## config.mk

```make
export PLATFORM = sky130hd
export DESIGN_NAME = tcw_ctrl
export DESIGN_NICKNAME = d
export VERILOG_FILES = /design/src/sv/tcw_pkg.sv /design/src/sv/tcw_ctrl.sv
export SDC_FILE = /design/constraint.sdc
export NUM_CORES = 1
export LEC_CHECK = 0
export BUFFER_PORTS_ARGS = -buffer_cell sky130_fd_sc_hd__buf_2
export CORE_ASPECT_RATIO = 1.5
export CORE_MARGIN = 2
export CORE_UTILIZATION = 44
export CTS_BUF_LIST = sky130_fd_sc_hd__clkbuf_4 sky130_fd_sc_hd__clkbuf_8 sky130_fd_sc_hd__clkbuf_16
export DETAILED_ROUTE_END_ITERATION = 6
export PLACE_DENSITY_LB_ADDON = 0.08
export SYNTH_ARGS = -nofsm -noshare
export SYNTH_HDL_FRONTEND = slang
export SYNTH_SLANG_ARGS = --single-unit
```

## constraint.sdc

```tcl
create_clock -name aclk -period 5.5 [get_ports aclk]
set_clock_uncertainty 0.2 [all_clocks]
set_input_delay 0.55 -clock aclk [delete_from_list [all_inputs] [get_ports aclk]]
set_output_delay 0.55 -clock aclk [all_outputs]
set_load 0.005 [all_outputs]
```

## src/sv/tcw_pkg.sv

```systemverilog
// Shared constants, types and the address helper for the text console writer.
`timescale 1ns / 1ps

package tcw_pkg;

    localparam int COLUMNS    = 80;
    localparam int ROWS       = 25;
    localparam int CELL_COUNT = ROWS * COLUMNS;

    localparam int OP_W           = 2;
    localparam int CHAR_W         = 8;
    localparam int ATTR_W         = 8;
    localparam int CELL_INDEX_W   = 11;
    localparam int CURSOR_CELL_W  = 11;
    localparam int CELL_W         = CHAR_W + ATTR_W;

    localparam int ADDR_W = $clog2(CELL_COUNT);
    localparam int CUR_W  = $clog2(CELL_COUNT + 1);
    localparam int COL_W  = $clog2(COLUMNS);
    localparam int SUM_W  = ((ADDR_W > CELL_INDEX_W) ? ADDR_W : CELL_INDEX_W) + 1;

    localparam logic [OP_W-1:0] OP_WRITE = 2'd0;
    localparam logic [OP_W-1:0] OP_CLEAR = 2'd1;
    localparam logic [OP_W-1:0] OP_READ  = 2'd2;

    localparam logic [CHAR_W-1:0] NEWLINE_CHAR = 8'h0A;
    localparam logic [CHAR_W-1:0] BLANK_CHAR   = 8'h20;
    localparam logic [ATTR_W-1:0] BLANK_ATTR   = 8'h07;
    localparam logic [CELL_W-1:0] BLANK_CELL   = {BLANK_ATTR, BLANK_CHAR};

    // cursor value right after a scroll, as seen on the result port
    localparam logic [CURSOR_CELL_W-1:0] SCROLL_CURSOR =
        CURSOR_CELL_W'(CELL_COUNT - COLUMNS);

    typedef struct packed {
        logic              we;
        logic [ADDR_W-1:0] waddr;
        logic [CELL_W-1:0] wdata;
        logic              re;
        logic [ADDR_W-1:0] raddr;
    } ram_req_t;

    // Screen rows are kept in a ring; off is the physical start of the top row.
    function automatic logic [ADDR_W-1:0] phys_addr(input logic [SUM_W-1:0] logical,
                                                    input logic [ADDR_W-1:0] off);
        logic [SUM_W-1:0] sum;
        sum = logical + SUM_W'(off);
        if (sum >= SUM_W'(CELL_COUNT)) begin
            sum = sum - SUM_W'(CELL_COUNT);
        end
        return ADDR_W'(sum);
    endfunction

endpackage

```

## src/sv/tcw_ctrl.sv

```systemverilog
// Sequencer: cursor, row ring offset, blanking sweeps and the result register.
`timescale 1ns / 1ps

module tcw_ctrl
    import tcw_pkg::*;
(
    input  logic                     aclk,
    input  logic                     aresetn,
    input  logic                     s_valid,
    output logic                     s_ready,
    input  logic [OP_W-1:0]          op,
    input  logic [CHAR_W-1:0]        char_code,
    input  logic [ATTR_W-1:0]        attribute,
    input  logic [CELL_INDEX_W-1:0]  cell_index,
    output logic                     m_valid,
    input  logic                     m_ready,
    output logic [CURSOR_CELL_W-1:0] cursor_cell,
    output logic [CHAR_W-1:0]        read_char,
    output logic [ATTR_W-1:0]        read_attribute,
    output logic                     did_scroll,
    output ram_req_t                 ram_req,
    input  logic [CELL_W-1:0]        ram_rdata
);

    typedef enum logic [2:0] {
        ST_SWEEP  = 3'b001,
        ST_IDLE   = 3'b010,
        ST_RESULT = 3'b100
    } state_t;

    state_t state_reg, state_next;

    logic [CUR_W-1:0]  cursor_reg, cursor_next;
    logic [COL_W-1:0]  col_reg, col_next;
    logic [ADDR_W-1:0] top_off_reg, top_off_next;
    logic [ADDR_W-1:0] sweep_addr_reg, sweep_addr_next;
    logic [ADDR_W-1:0] sweep_last_reg, sweep_last_next;
    logic              sweep_pend_reg, sweep_pend_next;
    logic              res_scroll_reg, res_scroll_next;
    logic              res_read_reg, res_read_next;

    logic                     m_valid_reg, m_valid_next;
    logic [CURSOR_CELL_W-1:0] m_cursor_reg, m_cursor_next;
    logic [CHAR_W-1:0]        m_char_reg, m_char_next;
    logic [ATTR_W-1:0]        m_attr_reg, m_attr_next;
    logic                     m_scroll_reg, m_scroll_next;

    logic              accept;
    logic              out_free;
    logic              is_nl;
    logic [CUR_W:0]    cur_adv;
    logic              wrap;
    logic              in_range;
    logic [ADDR_W:0]   top_off_inc;

    assign s_ready  = (state_reg == ST_IDLE);
    assign accept   = s_valid && s_ready;
    assign out_free = !m_valid_reg || m_ready;
    assign is_nl    = (char_code == NEWLINE_CHAR);

    // newline jumps to the next multiple of COLUMNS
    assign cur_adv = is_nl ? ((CUR_W+1)'(cursor_reg) + (CUR_W+1)'(COLUMNS) - (CUR_W+1)'(col_reg))
                           : ((CUR_W+1)'(cursor_reg) + (CUR_W+1)'(1));
    assign wrap     = (cur_adv == (CUR_W+1)'(CELL_COUNT));
    assign in_range = ((SUM_W)'(cell_index) < SUM_W'(CELL_COUNT));
    assign top_off_inc = (ADDR_W+1)'(top_off_reg) + (ADDR_W+1)'(COLUMNS);

    always_comb begin
        state_next      = state_reg;
        cursor_next     = cursor_reg;
        col_next        = col_reg;
        top_off_next    = top_off_reg;
        sweep_addr_next = sweep_addr_reg;
        sweep_last_next = sweep_last_reg;
        sweep_pend_next = sweep_pend_reg;
        res_scroll_next = res_scroll_reg;
        res_read_next   = res_read_reg;
        m_valid_next    = m_valid_reg && !m_ready;
        m_cursor_next   = m_cursor_reg;
        m_char_next     = m_char_reg;
        m_attr_next     = m_attr_reg;
        m_scroll_next   = m_scroll_reg;

        ram_req       = '0;
        ram_req.waddr = phys_addr(SUM_W'(cursor_reg), top_off_reg);
        ram_req.wdata = {attribute, char_code};
        ram_req.raddr = phys_addr(SUM_W'(cell_index), top_off_reg);

        unique case (state_reg)
            ST_SWEEP: begin
                ram_req.we    = 1'b1;
                ram_req.waddr = sweep_addr_reg;
                ram_req.wdata = BLANK_CELL;
                if (sweep_addr_reg == sweep_last_reg) begin
                    sweep_pend_next = 1'b0;
                    state_next      = ST_IDLE;
                end else begin
                    sweep_addr_next = sweep_addr_reg + ADDR_W'(1);
                end
            end
            ST_IDLE: begin
                if (accept) begin
                    res_scroll_next = 1'b0;
                    res_read_next   = 1'b0;
                    state_next      = ST_RESULT;
                    unique case (op)
                        OP_WRITE: begin
                            ram_req.we = !is_nl;
                            if (is_nl || col_reg == COL_W'(COLUMNS - 1)) begin
                                col_next = '0;
                            end else begin
                                col_next = col_reg + COL_W'(1);
                            end
                            if (wrap) begin
                                // drop the top row: the old top becomes the new bottom
                                cursor_next     = CUR_W'(cur_adv - (CUR_W+1)'(COLUMNS));
                                top_off_next    = (top_off_inc == (ADDR_W+1)'(CELL_COUNT)) ?
                                                  '0 : ADDR_W'(top_off_inc);
                                sweep_addr_next = top_off_reg;
                                sweep_last_next = ADDR_W'(top_off_inc - (ADDR_W+1)'(1));
                                sweep_pend_next = 1'b1;
                                res_scroll_next = 1'b1;
                            end else begin
                                cursor_next = CUR_W'(cur_adv);
                            end
                        end
                        OP_CLEAR: begin
                            cursor_next     = '0;
                            col_next        = '0;
                            top_off_next    = '0;
                            sweep_addr_next = '0;
                            sweep_last_next = ADDR_W'(CELL_COUNT - 1);
                            sweep_pend_next = 1'b1;
                        end
                        OP_READ: begin
                            ram_req.re    = in_range;
                            res_read_next = in_range;
                        end
                        default: begin
                        end
                    endcase
                end
            end
            ST_RESULT: begin
                if (out_free) begin
                    m_valid_next  = 1'b1;
                    m_cursor_next = CURSOR_CELL_W'(cursor_reg);
                    m_char_next   = res_read_reg ? ram_rdata[CHAR_W-1:0] : '0;
                    m_attr_next   = res_read_reg ? ram_rdata[CELL_W-1:CHAR_W] : '0;
                    m_scroll_next = res_scroll_reg;
                    state_next    = sweep_pend_reg ? ST_SWEEP : ST_IDLE;
                end
            end
            default: begin
                state_next = ST_IDLE;
            end
        endcase
    end

    always_ff @(posedge aclk) begin
        if (!aresetn) begin
            state_reg      <= ST_SWEEP;
            cursor_reg     <= '0;
            col_reg        <= '0;
            top_off_reg    <= '0;
            sweep_addr_reg <= '0;
            sweep_last_reg <= ADDR_W'(CELL_COUNT - 1);
            sweep_pend_reg <= 1'b1;
            res_scroll_reg <= 1'b0;
            res_read_reg   <= 1'b0;
            m_valid_reg    <= 1'b0;
        end else begin
            state_reg      <= state_next;
            cursor_reg     <= cursor_next;
            col_reg        <= col_next;
            top_off_reg    <= top_off_next;
            sweep_addr_reg <= sweep_addr_next;
            sweep_last_reg <= sweep_last_next;
            sweep_pend_reg <= sweep_pend_next;
            res_scroll_reg <= res_scroll_next;
            res_read_reg   <= res_read_next;
            m_valid_reg    <= m_valid_next;
        end
    end

    always_ff @(posedge aclk) begin
        m_cursor_reg <= m_cursor_next;
        m_char_reg   <= m_char_next;
        m_attr_reg   <= m_attr_next;
        m_scroll_reg <= m_scroll_next;
    end

    assign m_valid        = m_valid_reg;
    assign cursor_cell    = m_cursor_reg;
    assign read_char      = m_char_reg;
    assign read_attribute = m_attr_reg;
    assign did_scroll     = m_scroll_reg;

endmodule

```

==> summary.md <==
| Metric | Value |
|---|---|
| Syn-to-layout area delta | `17.3%` |
| Post_cts resized | `0` |
| Routing usage on met2 | `43.3%` |
| Area of the multi-input gates | `0.00366 sq mm` |
| Count leader, synth | `nor2_1` |
| CTS tree | `built` |
| Period utilization | `86.4%` |
| Number of flops mapped to enable cells by yosys | `28` |
| Iteration-0 DRC Markers | `202` |
| Synthesized instance count | `710` |
| Mean Syn Cell Area | `8.18 sq um` |
| Initial antenna violation count | `0` |
| Yosys warns | `0` |
| Ys flop type | `dfxtp_1` |
| Cell taking the most area after synthesis | `dfxtp_1` |
| Largest net degree at the start of global routing | `36` |
| Crit-path max FO | `7` |
| GR Layer Usage met3 | `3.36%` |
| Ys async rst share | `0%` |
| Status | `completed` |
| Global route hottest layer | `met2` |
| DRT Wirelength | `16400 um` |
| Vias in the first global route | `5358` |
| Clock transition at path regs | `0.06 ns` |
| Synth top area cells | `dfxtp_1 17%, edfxtp_1 14%, ha_1 10%` |
| Max_cap viols | `0` |
| Synthesis-stage register bit count | `78` |
| Final Wtd Congestion | `0.964` |
| Hold Buf Count CTS | `0` |
| H-tree Lvls | `3` |
| Worst-Margin Slew | `1.04 ns` |
| Final Hold Fails | `0` |
| Fill count | `1278` |
| Met1 usage | `24.9%` |
| Register area share after synthesis | `31.7%` |
| Register area | `0.00184 sq mm` |
| Critical Path Sink Type | `output port` |
| Share of layout cells above drive strength 1 | `20.1%` |
| RSZ-0062 raised after global routing | `no` |
| CP peak stage delay | `0.55 ns` |
| # IOs | `119` |
| # rows | `51` |
| Hold Crit Class | `reg -> reg` |
| Fin crit period | `4.75 ns` |
| First-pass GRT wire length | `26100 um` |
| Detail Placement HPWL | `12600 um` |
| Fmax | `210 MHz` |
| Drt drc | `0` |
| Global-route usage over all layers | `22.7%` |
| Antenna Diode Count | `0` |
| Setup bufs post-CTS | `0` |
| 1st-pass router iterations | `5` |
| CORE AREA | `0.0130 sq mm` |
| Syn Nets | `808` |
| Vias per cell | `5.65` |
| DR WL/cell | `16.8 um` |
| Crit-path leading delay family | `compound AO/OA/AOI/OAI gates` |
| Cell repeated most along the worst path | `xnor2_1` |
| Synth top area share | `17.2%` |
| Post-DRT Antenna Nets | `0` |
| Bufs and invs on worst path | `1` |
| Synth Cell Area | `0.00581 sq mm` |
| Critical-path top delay cell | `dfxtp_1` |
| Crit Path Class | `reg -> out` |
| Starting Density | `44.8%` |
| Die X | `97.8 um` |
| Setup violations, final | `0` |
| IO Port Bufs | `118` |
| Final #Nets | `909` |
| Slew Limit Fails | `0` |
| Commonest cells in the netlist | `59 x nor2_1, 58 x nand2_1, 50 x a21oi_1, 50 x dfxtp_1, 48 x ha_1` |
| CTS Buf Count | `9` |
| Leak | `2.83 nW` |
| CTS Root Cell | `clkbuf_16` |
| Vias post-DR | `5508` |
| Power Total | `1.42 mW` |
| TNS Setup | `0 ns` |
| Total Die Area | `0.0142 sq mm` |
| CP cell instances | `ha_1 > xnor2_1 > ha_1 > or4b_1 > o21ai_0 > nand4_1 > a2111oi_0 > a211oi_1 > a221oi_1 > xnor2_1 > o21ai_0 > xnor2_1 > buf_2` |
| Worst VDD drop | `223 uV` |
| Yosys cell types | `67` |
| Sink Count | `78` |
| CP Launch Type | `flip-flop` |
| WP data arrival | `4.00 ns` |
| Pwr/cell area | `208 mW/mm^2` |
| Die Y | `145 um` |
| Worst-Skew Late Latency | `0.34 ns` |
| Worst EP required | `4.75 ns` |
| Slew HR | `31.0%` |
| CTS Buffer Depth | `2` |
| Grt total ovfl | `0` |
## cells in the final DEF, fill, tap and decap left out, types with 28 or more instances in the layout
cell | Yosys | routed
buf_2 | 3 | 118
nor2_1 | 59 | 59
nand2_1 | 58 | 58
a21oi_1 | 50 | 50
dfxtp_1 | 50 | 50
ha_1 | 48 | 48
o21ai_0 | 43 | 43
xnor2_1 | 41 | 41
inv_1 | 39 | 39
nand3_1 | 37 | 37
edfxtp_1 | 28 | 28
## metal layers
metal	vias to the layer above	wire length (um)	share of wire (%)
met4	0	429	2.6
met5	-	0	0
met3	33	807	4.9
met2	170	8640	53
li1	2731	-	-
met1	2574	6500	40
## path summary, 6_finish.rpt
| check | from | to | slack (ns) | cells after the start |
|---|---|---|---|---|
| max | top_off_reg[5] | ram_req[7] | 0.75 | 13 |
| min | res_scroll_reg | did_scroll | 0.25 | 0 |
| max reg2reg | cursor_reg[0] | sweep_last_reg[8] | 0.78 | 20 |
| min reg2reg | res_scroll_reg | did_scroll | 0.25 | 0 |
## power breakdown
part	leakage (nW)	internal (mW)	switching, mW
clock network	0.148	0.358	0.257
logic	1.99	0.0755	0.110
registers	0.690	0.601	0.0135
total	2.83	1.04	0.381
## cells by family after synthesis
| group | synth area share, % |
|---|---|
| simple gates | 23.2 |
| compound gates | 19.7 |
| flops | 31.7 |
| buf+inv | 5.43 |
| xor+xnor | 8.29 |
| fa+ha+maj | 10.7 |
| mux | 0.883 |
| other cells | 0.0646 |
## layout make-up
class,instances,area share (%)
multi-input cells,556,53.8
inverters,40,2.20
well taps,159,2.92
clock buffers,9,3.31
repair buffers,126,9.55
flip-flops and latches,78,27.0
clock inverters,7,1.19
## metrics by stage
| stage | utilization [%] | setup WS [ns] | area (sq um) | cells | hold WS (ns) |
|---|---|---|---|---|---|
| floorplan | - | 1.44 | 5810 | 710 | 0.209 |
| global placement | 50.2 | 1.01 | 6500 | 959 | 0.234 |
| detailed placement | 50.2 | 0.888 | 6500 | 959 | 0.230 |
| CTS | 52.6 | 0.724 | 6810 | 975 | 0.246 |
| global route | 52.6 | 0.451 | 6810 | 975 | 0.261 |
| finish | 52.6 | 0.748 | 6810 | 975 | 0.251 |
(Power assumes the default switching activity.)
